[src/design/fcpc_pkg.sv]
// Shared types and constants of the four channel period capture block.
`default_nettype none
package fcpc_pkg;

   localparam int CHANNELS = 4;
   localparam int SLOTS    = 4;

   localparam logic [16:0] WRAP16      = 17'h10000;
   localparam logic [31:0] LOST_PERIOD = 32'hFFFF_FFFF;

   typedef enum logic {
      OP_EVENT = 1'b0,
      OP_READ  = 1'b1
   } op_type;

   typedef enum logic [1:0] {
      REG_MIN_GLITCH = 2'd0,
      REG_LOCKOUT    = 2'd1,
      REG_MAX_OVF    = 2'd2
   } reg_index_type;

   typedef struct packed {
      logic [15:0] min_glitch;
      logic [7:0]  lockout;
      logic [15:0] max_ovf;
   } cfg_type;

   typedef struct packed {
      logic        accept;
      op_type      op;
      logic        overflow;
      logic        capture;
      logic [15:0] value;
      logic        read_sel;
   } lane_cmd_type;

   typedef struct packed {
      logic        enable;
      logic        captured;
      logic [31:0] period;
      logic        ready;
      logic        seen;
      logic        present;
   } lane_stat_type;

endpackage
`default_nettype wire

[src/design/fcpc_lane.sv]
// One capture channel: overflow, capture and status read update of its state.
`default_nettype none
module fcpc_lane (
   input  wire logic                   clock,
   input  wire logic                   reset,
   input  wire fcpc_pkg::lane_cmd_type cmd,
   input  wire fcpc_pkg::cfg_type      cfg,
   output fcpc_pkg::lane_stat_type     stat
);

   logic [15:0] stop_ff, stop_in;
   logic [15:0] ovf_cnt_ff, ovf_cnt_in;
   logic        present_ff, present_in;
   logic [7:0]  lock_cnt_ff, lock_cnt_in;
   logic        locked_ff, locked_in;
   logic        seen_ff, seen_in;
   logic [31:0] period_ff, period_in;
   logic        enable_ff, enable_in;

   logic        take;
   logic [15:0] gap;
   logic [15:0] ovf_less;
   logic [16:0] wrap_span;
   logic [31:0] period_sum;

   always_comb begin
      stop_in     = stop_ff;
      ovf_cnt_in  = ovf_cnt_ff;
      present_in  = present_ff;
      lock_cnt_in = lock_cnt_ff;
      locked_in   = locked_ff;
      seen_in     = seen_ff;
      period_in   = period_ff;
      enable_in   = enable_ff;
      take        = 1'b0;
      gap         = cmd.value - stop_ff;
      wrap_span   = fcpc_pkg::WRAP16 - {1'b0, stop_ff};
      ovf_less    = 16'd0;
      period_sum  = 32'd0;

      if (cmd.op == fcpc_pkg::OP_EVENT) begin
         // overflow is handled before the capture of the same event
         if (cmd.overflow) begin
            if (lock_cnt_ff != 8'd0) begin
               lock_cnt_in = lock_cnt_ff - 8'd1;
               if (lock_cnt_in == 8'd0) enable_in = 1'b1;
            end else begin
               if (present_ff) ovf_cnt_in = ovf_cnt_ff + 16'd1;
               if (ovf_cnt_in == cfg.max_ovf) begin
                  present_in = 1'b0;
                  ovf_cnt_in = 16'd0;
                  period_in  = fcpc_pkg::LOST_PERIOD;
               end
            end
         end

         take       = cmd.capture && enable_in;
         ovf_less   = ovf_cnt_in - 16'd1;
         period_sum = {ovf_less, 16'h0000} + {15'd0, wrap_span} + {16'd0, cmd.value};

         if (take) begin
            seen_in = 1'b1;
            stop_in = cmd.value;
            if (!present_in) begin
               present_in = 1'b1;
            end else if (ovf_cnt_in == 16'd0) begin
               if (gap < cfg.min_glitch) begin
                  enable_in   = 1'b0;
                  lock_cnt_in = cfg.lockout;
                  locked_in   = 1'b1;
               end else begin
                  period_in = {16'd0, gap};
               end
            end else begin
               period_in  = period_sum;
               ovf_cnt_in = 16'd0;
            end
         end
      end else if (cmd.read_sel) begin
         if (locked_ff && lock_cnt_ff == 8'd0) locked_in = 1'b0;
         seen_in = 1'b0;
      end

      stat.enable   = enable_in;
      stat.captured = take;
      stat.period   = period_ff;
      stat.ready    = !locked_ff;
      stat.seen     = seen_ff;
      stat.present  = present_ff;
   end

   always_ff @(posedge clock) begin
      if (reset) begin
         stop_ff     <= 16'd0;
         ovf_cnt_ff  <= 16'd0;
         present_ff  <= 1'b0;
         lock_cnt_ff <= 8'd0;
         locked_ff   <= 1'b0;
         seen_ff     <= 1'b0;
         period_ff   <= 32'd0;
         enable_ff   <= 1'b1;
      end else if (cmd.accept) begin
         stop_ff     <= stop_in;
         ovf_cnt_ff  <= ovf_cnt_in;
         present_ff  <= present_in;
         lock_cnt_ff <= lock_cnt_in;
         locked_ff   <= locked_in;
         seen_ff     <= seen_in;
         period_ff   <= period_in;
         enable_ff   <= enable_in;
      end
   end

endmodule
`default_nettype wire

[src/design/fcpc_merge.sv]
// Merges lane status into one result and holds it in the output register.
`default_nettype none
module fcpc_merge (
   input  wire logic                    clock,
   input  wire logic                    reset,
   input  wire logic                    accept,
   input  wire fcpc_pkg::op_type        op,
   input  wire logic                    overflow,
   input  wire logic [1:0]              channel,
   input  wire fcpc_pkg::lane_stat_type stat [fcpc_pkg::SLOTS],
   input  wire logic                    rsp_tready,
   output logic                         rsp_tvalid,
   output logic [39:0]                  rsp_tdata,
   output logic                         in_ready
);

   logic        valid_ff, valid_in;
   logic [39:0] data_ff, data_in;
   logic [3:0]  enables;
   logic        any;
   logic        spurious;
   fcpc_pkg::lane_stat_type pick;

   always_comb begin
      any = overflow;
      for (int i = 0; i < fcpc_pkg::SLOTS; i++) begin
         enables[i] = stat[i].enable;
         any        = any | stat[i].captured;
      end
      spurious = (op == fcpc_pkg::OP_EVENT) && !any;
      pick     = '0;
      if (op == fcpc_pkg::OP_READ) pick = stat[channel];
      data_in  = {pick.present, pick.seen, pick.ready, pick.period, spurious, enables};
      in_ready = !valid_ff || rsp_tready;
      valid_in = accept || (valid_ff && !rsp_tready);
   end

   always_ff @(posedge clock) begin
      if (reset) begin
         valid_ff <= 1'b0;
      end else begin
         valid_ff <= valid_in;
      end
      if (accept) data_ff <= data_in;
   end

   assign rsp_tvalid = valid_ff;
   assign rsp_tdata  = data_ff;

endmodule
`default_nettype wire

[src/design/four_channel_period_capture.sv]
// Top level: four lane period capture with configuration registers.
// A result is registered and valid in the cycle after its input transfer.
// Throughput: one item per cycle unless the input is stalled; each lane updates its state on every accepted item.
// The input is stalled only while a finished result waits unaccepted.
// Reset (synchronous): channel state cleared, all channels enabled,
// registers return to min_glitch_ticks 0, lockout_overflows 4, max_overflows 16.
`default_nettype none
module four_channel_period_capture (
   input  wire logic        clock,
   input  wire logic        reset,
   input  wire logic        req_tvalid,
   output logic             req_tready,
   // overflow, capture_flags, capture_value_0..3, channel, zero pad
   input  wire logic [71:0] req_tdata,
   // op
   input  wire logic [0:0]  req_tuser,
   output logic             rsp_tvalid,
   input  wire logic        rsp_tready,
   // capture_enables, spurious, period_ticks, channel_ready, new_capture,
   // signal_present
   output logic [39:0]      rsp_tdata,
   input  wire logic        csr_valid,
   output logic             csr_ready,
   input  wire logic [1:0]  csr_index,
   input  wire logic [15:0] csr_data
);

   fcpc_pkg::cfg_type       cfg_ff;
   fcpc_pkg::lane_stat_type stat [fcpc_pkg::SLOTS];
   fcpc_pkg::op_type        op;
   logic                    accept;
   logic                    in_ready;
   logic [1:0]              channel;

   assign csr_ready  = 1'b1;
   assign op         = fcpc_pkg::op_type'(req_tuser[0]);
   assign channel    = req_tdata[70:69];
   assign req_tready = in_ready;
   assign accept     = req_tvalid && in_ready;

   always_ff @(posedge clock) begin
      if (reset) begin
         cfg_ff.min_glitch <= 16'd0;
         cfg_ff.lockout    <= 8'd4;
         cfg_ff.max_ovf    <= 16'd16;
      end else if (csr_valid) begin
         case (fcpc_pkg::reg_index_type'(csr_index))
            fcpc_pkg::REG_MIN_GLITCH: cfg_ff.min_glitch <= csr_data;
            fcpc_pkg::REG_LOCKOUT:    cfg_ff.lockout    <= csr_data[7:0];
            fcpc_pkg::REG_MAX_OVF:    cfg_ff.max_ovf    <= csr_data;
            default: ;
         endcase
      end
   end

   for (genvar c = 0; c < fcpc_pkg::SLOTS; c++) begin : g_lane
      if (c < fcpc_pkg::CHANNELS) begin : g_live
         fcpc_pkg::lane_cmd_type cmd;
         always_comb begin
            cmd.accept   = accept;
            cmd.op       = op;
            cmd.overflow = req_tdata[0];
            cmd.capture  = req_tdata[1 + c];
            cmd.value    = req_tdata[5 + 16 * c +: 16];
            cmd.read_sel = (channel == 2'(c));
         end
         fcpc_lane u_lane (
            .clock (clock),
            .reset (reset),
            .cmd   (cmd),
            .cfg   (cfg_ff),
            .stat  (stat[c])
         );
      end else begin : g_absent
         assign stat[c] = '0;
      end
   end

   fcpc_merge u_merge (
      .clock      (clock),
      .reset      (reset),
      .accept     (accept),
      .op         (op),
      .overflow   (req_tdata[0]),
      .channel    (channel),
      .stat       (stat),
      .rsp_tready (rsp_tready),
      .rsp_tvalid (rsp_tvalid),
      .rsp_tdata  (rsp_tdata),
      .in_ready   (in_ready)
   );

`ifndef SYNTHESIS
   a_reset_clears: assert property (@(posedge clock) reset |=> !rsp_tvalid)
      else $error("result valid after reset");
   a_stall_only_full: assert property (@(posedge clock) disable iff (reset)
      !req_tready |-> (rsp_tvalid && !rsp_tready))
      else $error("input stalled with free output register");
   a_read_not_spurious: assert property (@(posedge clock) disable iff (reset)
      (req_tvalid && req_tready && req_tuser[0]) |=> !rsp_tdata[4])
      else $error("read transfer flagged spurious");
   a_overflow_not_spurious: assert property (@(posedge clock) disable iff (reset)
      (req_tvalid && req_tready && !req_tuser[0] && req_tdata[0]) |=> !rsp_tdata[4])
      else $error("overflow event flagged spurious");
`endif

endmodule
`default_nettype wire

[config.mk]
export PLATFORM = sky130hd
export DESIGN_NAME = four_channel_period_capture
export DESIGN_NICKNAME = d
export VERILOG_FILES = /design/src/design/fcpc_pkg.sv /design/src/design/fcpc_lane.sv /design/src/design/fcpc_merge.sv /design/src/design/four_channel_period_capture.sv
export SDC_FILE = /design/constraint.sdc
export NUM_CORES = 2
export LEC_CHECK = 0
export BUFFER_PORTS_ARGS = -buffer_cell sky130_fd_sc_hd__buf_2
export CELL_PAD_IN_SITES_DETAIL_PLACEMENT = 1
export CELL_PAD_IN_SITES_GLOBAL_PLACEMENT = 2
export CORE_AREA = 8 8 325 327
export CTS_CLUSTER_SIZE = 12
export DETAILED_ROUTE_END_ITERATION = 8
export DIE_AREA = 0 0 333 335
export GPL_ROUTABILITY_DRIVEN = 1
export PLACE_DENSITY_LB_ADDON = 0.15
export SYNTH_ARGS = -nofsm -noshare
export SYNTH_HDL_FRONTEND = slang
export SYNTH_SLANG_ARGS = --single-unit
[constraint.sdc]
create_clock -name clock -period 4.9 [get_ports clock]
set_input_delay 0.49 -clock clock [delete_from_list [all_inputs] [get_ports clock]]
set_output_delay 0.49 -clock clock [all_outputs]
set_load 0.005 [all_outputs]
=== After elaboration in Yosys (flattened, before gate mapping) ===
Index checks and enable logic that the tools add are counted.

* Register bits after elaboration: 385
* Input port bits: 96
* Output and inout port bits: 43
* Logic and storage cells: 363

* Add/sub/neg operators: 28
* Order comparisons: 5
* Equal/unequal tests: 17
* Multiplexer cells: 199
* Bitwise gates (word level): 6
* Reduce and logical (&&, ||, !) cells: 70

{| class="wikitable"
|+ Operators by type and width
! operator !! count
|-
| $mux 32 || 28
|-
| $mux 16 || 44
|-
| $mux 8 || 24
|-
| $add 32x16->32 || 4
|-
| $add 32x17->32 || 4
|-
| $mux 1 || 100
|-
| $bmux 37 s2 || 1
|-
| $mux 35 || 2
|-
| $sub 17x16->17 const A || 4
|-
| $add 16x1->16 const B || 4
|-
| $eq 16x16->1 || 4
|-
| $logic_not 16->1 || 4
|-
| $logic_not 8->1 || 8
|-
| $lt 16x16->1 || 4
|-
| $sub 16x1->16 const B || 4
|-
| $sub 16x16->16 || 4
|-
| $reduce_bool 2->1 || 16
|-
| $reduce_bool 8->1 || 4
|-
| $sub 8x1->8 const B || 4
|-
| $reduce_and 7->1 || 4
|-
| $reduce_and 3->1 || 8
|-
| $ne 2x1->1 const B || 8
|-
| $logic_and 1x1->1 || 11
|-
| $reduce_and 2->1 || 4
|-
| 9 further kinds || 23
|}

=== Depth between registers and ports, before layout ===
* Depth in word-level cells: 18
* Gate-level depth with buffers: 26
* Mapped depth without buffers: 25

=== Modules after synthesis ===
A second synthesis with hierarchy kept.

* Cells, all modules: 4576
* Area, all modules: 34981.0 um^2

{| class="wikitable"
|+ Modules (own cells, without submodules)
! module !! times used !! cells an instance !! area each (um^2) !! seq. area each (um^2)
|-
| fcpc_lane at g_lane[0].g_live.u_lane ... || 2 || 1065 || 7782.5 || 1521.5
|-
| fcpc_lane at g_lane[3].g_live.u_lane || 1 || 1072 || 7953.9 || 1521.5
|-
| fcpc_lane at g_lane[2].g_live.u_lane || 1 || 1045 || 7438.4 || 1521.5
|-
| fcpc_merge || 1 || 168 || 2328.5 || 1221.2
|-
| four_channel_period_capture || 1 || 161 || 1695.4 || 800.8
|}

=== Worst setup path before layout ===
No wires, ideal clock.

* Path kind: register -> register
* From: register g_lane[0].g_live.u_lane.ovf_cnt_ff[1]
* To: register g_lane[0].g_live.u_lane.period_ff[23]
* Arrival time: 5208 ps
* Path slack: -440 ps
* Cell stages (with the launch flop): 25
* Period minus slack after synthesis: 5340 ps
* Path through: dfxtp_1 > ha_1 > and3_1 > nand4_1 > a32o_1 > or4b_1 > nor4_4 > and3_1 > buf_2 > nor2_1 > nand2_1 > nor2_1 > a21oi_1 > ha_1 > clkbuf_1 > inv_1 > nand3_1 > o311ai_0 > a311oi_1 > a21oi_1 > nor3b_2 > a211o_1 > and3_1 > a211oi_1 > nor3_1

* Cells in the longest elaborated chain, start to end: 16
* Elaborated cells on any way between the ends: 25

{| class="wikitable"
|+ Ends and longest elaborated chain
! item !! RTL line !! text
|-
| start: declaration || fcpc_lane.sv:12 || <nowiki>logic [15:0] ovf_cnt_ff, ovf_cnt_in;</nowiki>
|-
| start signal: assignment || fcpc_lane.sv:104 || <nowiki>ovf_cnt_ff <= ovf_cnt_in;</nowiki>
|-
| $add 16x1->16 || fcpc_lane.sv:48 || <nowiki>if (present_ff) ovf_cnt_in = ovf_cnt_ff + 16'd1;</nowiki>
|-
| $mux 16 || fcpc_lane.sv:48 ||
|-
| $mux 16 || fcpc_lane.sv:44 || <nowiki>if (lock_cnt_ff != 8'd0) begin</nowiki>
|-
| $mux 16 || fcpc_lane.sv:43 || <nowiki>if (cmd.overflow) begin</nowiki>
|-
| $mux 16 || fcpc_lane.sv:41 || <nowiki>if (cmd.op == fcpc_pkg::OP_EVENT) begin</nowiki>
|-
| $eq 16x16->1 || fcpc_lane.sv:49 || <nowiki>if (ovf_cnt_in == cfg.max_ovf) begin</nowiki>
|-
| $mux 16 || fcpc_lane.sv:49 ||
|-
| $mux 16 || fcpc_lane.sv:44 ||
|-
| $mux 16 || fcpc_lane.sv:43 ||
|-
| $mux 16 || fcpc_lane.sv:41 ||
|-
| $sub 16x1->16 || fcpc_lane.sv:58 || <nowiki>ovf_less = ovf_cnt_in - 16'd1;</nowiki>
|-
| $add 32x17->32 || fcpc_lane.sv:59 || <nowiki>period_sum = {ovf_less, 16'h0000} + {15'd0, wrap_span} + {16'd0, cmd.value};</nowiki>
|-
| $add 32x16->32 || fcpc_lane.sv:59 ||
|-
| $mux 32 || fcpc_lane.sv:66 || <nowiki>end else if (ovf_cnt_in == 16'd0) begin</nowiki>
|-
| $mux 32 || fcpc_lane.sv:64 || <nowiki>if (!present_in) begin</nowiki>
|-
| $mux 32 * || fcpc_lane.sv:61 || <nowiki>if (take) begin</nowiki>
|-
| end signal: assignment || fcpc_lane.sv:109 || <nowiki>period_ff <= period_in;</nowiki>
|-
| end: declaration || fcpc_lane.sv:17 || <nowiki>logic [31:0] period_ff, period_in;</nowiki>
|}

Mark *: on every way between the ends. The rest lies on a longest branch, timed or not. The select of a mux whose other input is x is not followed.
A chain may end at the register's enable or synchronous reset.

=== Worst setup path in the final report ===
* From: register g_lane[1].g_live.u_lane.ovf_cnt_ff[1]
* To: register g_lane[1].g_live.u_lane.period_ff[20]

* Cells in the longest elaborated chain, start to end: 16
* Elaborated cells on any way between the ends: 25

{| class="wikitable"
|+ Ends and longest elaborated chain
! item !! RTL line
|-
| start: declaration || fcpc_lane.sv:12
|-
| start signal: assignment || fcpc_lane.sv:104
|-
| $add 16x1->16 || fcpc_lane.sv:48
|-
| $mux 16 || fcpc_lane.sv:48
|-
| $mux 16 || fcpc_lane.sv:44
|-
| $mux 16 || fcpc_lane.sv:43
|-
| $mux 16 || fcpc_lane.sv:41
|-
| $eq 16x16->1 || fcpc_lane.sv:49
|-
| $mux 16 || fcpc_lane.sv:49
|-
| $mux 16 || fcpc_lane.sv:44
|-
| $mux 16 || fcpc_lane.sv:43
|-
| $mux 16 || fcpc_lane.sv:41
|-
| $sub 16x1->16 || fcpc_lane.sv:58
|-
| $add 32x17->32 || fcpc_lane.sv:59
|-
| $add 32x16->32 || fcpc_lane.sv:59
|-
| $mux 32 || fcpc_lane.sv:66
|-
| $mux 32 || fcpc_lane.sv:64
|-
| $mux 32 * || fcpc_lane.sv:61
|-
| end signal: assignment || fcpc_lane.sv:109
|-
| end: declaration || fcpc_lane.sv:17
|}

Marks and branches as above.

==> results.py <==
metrics = {
    "run_status": {
        "status": "finished with violations",
        "violations": "negative setup slack",
    },
    "die": {
        "dieArea_mm2": 0.112,
        "coreArea_mm2": 0.101,
        "die_h_um": 335,
        "io-pin-count": 139,
        "initial_core_util": 0.336,
        "die_x_um": 333,
        "row_count": 117,
    },
    "critical_path": {
        "r2r-start": "g_lane[1].g_live.u_lane.ovf_cnt_ff[1]$_SDFFE_PP0P_",
        "critPathLaunchType": "flop",
        "required_ns": 5.49,
        "crit_arrival_ns": 5.57,
        "end_kind": "flop",
        "cp-startpoint": "g_lane[1].g_live.u_lane.ovf_cnt_ff[1]$_SDFFE_PP0P_",
        "regToRegSetupSlack_ns": -0.08,
        "crit_type": "reg2reg",
        "worstPathMaxFanout": 6,
    },
    "clock_tree": {
        "htreeDepth": 2,
        "cts.clk_slew.worst_paths_ns": 0.06,
        "clock-sinks": 385,
        "cts_root_buf": "clkbuf_16",
        "ctsHoldBuffers": 0,
        "clock_latency_ns": 0.67,
        "cts_tree": "yes",
        "clockBufferDepth": 3,
        "numCtsBuffers": 52,
    },
    "sta": {
        "fin_skew_ns": 0.0270,
        "clock.fmax_mhz": 201,
        "setup_viol": 13,
        "min_period_ns": 4.98,
        "fin_ws_ns": -0.0769,
        "rsz0062_at_grt": "yes",
        "finalMaxSlewViolations": 0,
        "holdWs_ns": 0.0680,
        "worstMarginPinSlew_ns": 0.992,
        "period_share": 1.02,
        "finalHoldViolations": 0,
        "relSlewSlack": 0.339,
    },
    "cells_and_area": {
        "syn2layout_area_growth_pct": 31.4,
        "post-route-util": 0.441,
        "nets": 5467,
        "diodes": 0,
        "design_area_mm2": 0.0445,
        "drive_gt1_frac": 0.259,
    },
    "placed_design": {
        "dp_slack_ns": -0.706,
        "port_buffers": 136,
        "hpwlAfterDp_mm": 123,
        "routabilityCongestion": 0.903,
        "placedInstanceArea_mm2": 0.0404,
    },
    "synthesis": {
        "synth_seq_area_share": 0.240,
        "netlist.area_leader.share": 0.204,
        "yosys_most_used_dff": "dfxtp_1",
        "synth-edff-count": 40,
        "ys_ff_latch": 385,
        "synth_cells": 4525,
        "syn-num-nets": 4837,
        "ys_types": 100,
        "yosys-top-cells-area": "dfxtp_1 20%, ha_1 7.7%, a21oi_1 6.9%, xnor2_1 6.4%, nand2_1 5.6%",
        "ys_warn_count": 0,
        "avgSynthCellArea_um2": 7.48,
        "yosysMostFrequentCell": "nand2_1",
        "synthTopCellsByCount": "508 x nand2_1, 464 x a21oi_1, 421 x nor2_1, 345 x dfxtp_1",
        "async_flop_share": 0,
        "syn-cell-area_mm2": 0.0338,
        "synth_top_cell_by_area": "dfxtp_1",
    },
    "routing": {
        "wl_met1_mm": 72.1,
        "vias_per_cell": 5.74,
        "route.detailed.drc": 0,
        "wl_met2_mm": 72.1,
        "drt_iter0_markers": 2662,
        "via_count": 37300,
        "wl_met3_mm": 8.00,
        "top_layer": "met4",
        "drt.antenna.violating_nets": 0,
        "drtPass1Iterations": 5,
        "wl_per_cell_um": 24.4,
        "totalWireLength_mm": 159,
    },
    "power_and_ir_drop": {
        "pwr-share-clk": 0.344,
        "pwr-share-seq": 0.275,
        "power_density_mw_per_mm2": 274,
        "switching_share": 0.368,
        "peakVddDrop_mv": 0.247,
        "finalPower_mw": 12.2,
        "intPower_mw": 7.70,
        "switchingPower_mw": 4.48,
        "p_leak_nw": 17.9,
        "comb_power_share": 0.382,
    },
    "global_route": {
        "grt_max_degree": 137,
        "grt_pass1_wl_mm": 235,
        "grt_overflow": 0,
        "globalRouteTotalUtil": 0.269,
        "antenna_found_initial": 6,
        "grt_pass1_vias": 37700,
    },
    "flow_run": {
        "drv_cap": 0,
    },
    "worst_hold_path": {
        "hp-start": "csr_data[8]",
        "min_path_type": "in2reg",
    },
}
## path summary, 6_finish.rpt
check	endpoint	cells after the start
max	g_lane[1].g_live.u_lane.period_ff[20]$_SDFFE_PP0P_	25
min	cfg_ff[8]$_SDFFE_PP0P_	3
max reg2reg	g_lane[1].g_live.u_lane.period_ff[20]$_SDFFE_PP0P_	25
min reg2reg	g_lane[2].g_live.u_lane.stop_ff[4]$_SDFFE_PP0P_	2
## placed cells by master (no fill, tap or decap), types with 56 or more instances in the layout
cell type / instances
nand3_1: 114
buf_2: 137
nor4_1: 57
ha_1: 197
xnor2_1: 236
o21ai_0: 222
and3_1: 60
clkbuf_16: 56
nand2_1: 490
and2_1: 61
xor2_1: 127
a211oi_1: 70
dfxtp_1: 318
inv_1: 148
nor3_1: 126
buf_4: 664
a21oi_1: 431
a21o_1: 60
nor2_1: 400
nand4_1: 64
## registers in the layout, indices dropped and copies added, names as in the netlist
name / flops
g_lane.g_live.u_lane.period_ff: 128
g_lane.g_live.u_lane.ovf_cnt_ff: 64
g_lane.g_live.u_lane.stop_ff: 64
cfg_ff: 40
u_merge.rsp_tdata: 40
g_lane.g_live.u_lane.lock_cnt_ff: 32
g_lane.g_live.u_lane.enable_ff: 4
g_lane.g_live.u_lane.locked_ff: 4
g_lane.g_live.u_lane.present_ff: 4
g_lane.g_live.u_lane.seen_ff: 4
u_merge.rsp_tvalid: 1
## per-stage QoR
step                      TNS, ns  instances
after floorplan            -0.172       4525
after global placement     -48.73       6336
after detailed placement   -63.27       6336
after CTS                       0       6453
after global routing        -5.76       6507
final                      -0.393       6507
## logic make-up (layout without fill, tap and decap cells)
kind of cell | Yosys count | count (layout) | synth area share
other | 1 | 1 | 0.000111
buffers and inverters | 443 | 1114 | 0.0510
XOR/XNOR | 383 | 383 | 0.0999
AO/OA/AOI/OAI | 1318 | 1318 | 0.247
multiplexers | 64 | 64 | 0.0321
adder cells (fa/ha/maj) | 216 | 216 | 0.0816
flip-flops | 385 | 385 | 0.240
AND/OR/NAND/NOR | 1715 | 1717 | 0.248
## cell type report
| cell class | count | area (um^2) |
|---|---|---|
| flip-flops and latches | 385 | 8160 |
| clock inverters | 24 | 350 |
| repair buffers | 864 | 6640 |
| clock buffers | 73 | 1460 |
| well taps | 1309 | 1640 |
| multi-input cells | 3699 | 25600 |
| fillers | 12300 | 56300 |
| inverters | 153 | 577 |
## power groups by stage
stage	clock, mW	combinational, mW	sequential, mW
finish	4.19	4.65	3.34
global route	4.38	5.01	3.35
CTS	4.27	4.33	3.34
detailed placement	0	4.24	3.41
global placement	0	4.18	3.41
floorplan	0	2.58	3.37
## repair_timing
action	CTS	global route
pin swaps	28	160
setup buffers	21	44
setup endpoints to repair	189	204
gates resized for setup	86	307
gates cloned	0	11
## worst max-delay path, cell delays in order (launching register included)
cell and delay (ns):
dfxtp_4 0.37, buf_4 0.13, nand4_1 0.16, buf_6 0.19, or4_4 0.55, xnor2_2 0.16
nor3_2 0.20, and4_4 0.29, buf_4 0.14, nor2_4 0.04, a32oi_2 0.24, ha_2 0.25
inv_2 0.05, a211oi_2 0.14, nand4_1 0.19, and2_4 0.20, a211o_1 0.34, buf_6 0.17
nor3b_4 0.24, buf_12 0.18, nand2b_4 0.15, nor2_4 0.08, buf_12 0.16, o21ai_2 0.05
a22oi_1 0.07, nor2_1 0.17
## per-layer routing
layer / vias to the layer above / global-route usage
met2: 948 / 0.440
met4: 0 / 0.105
met3: 230 / 0.0319
met1: 18500 / 0.360
met5: - / 0
li1: 17700 / -
Note: power is estimated with default switching activity, not from simulation.
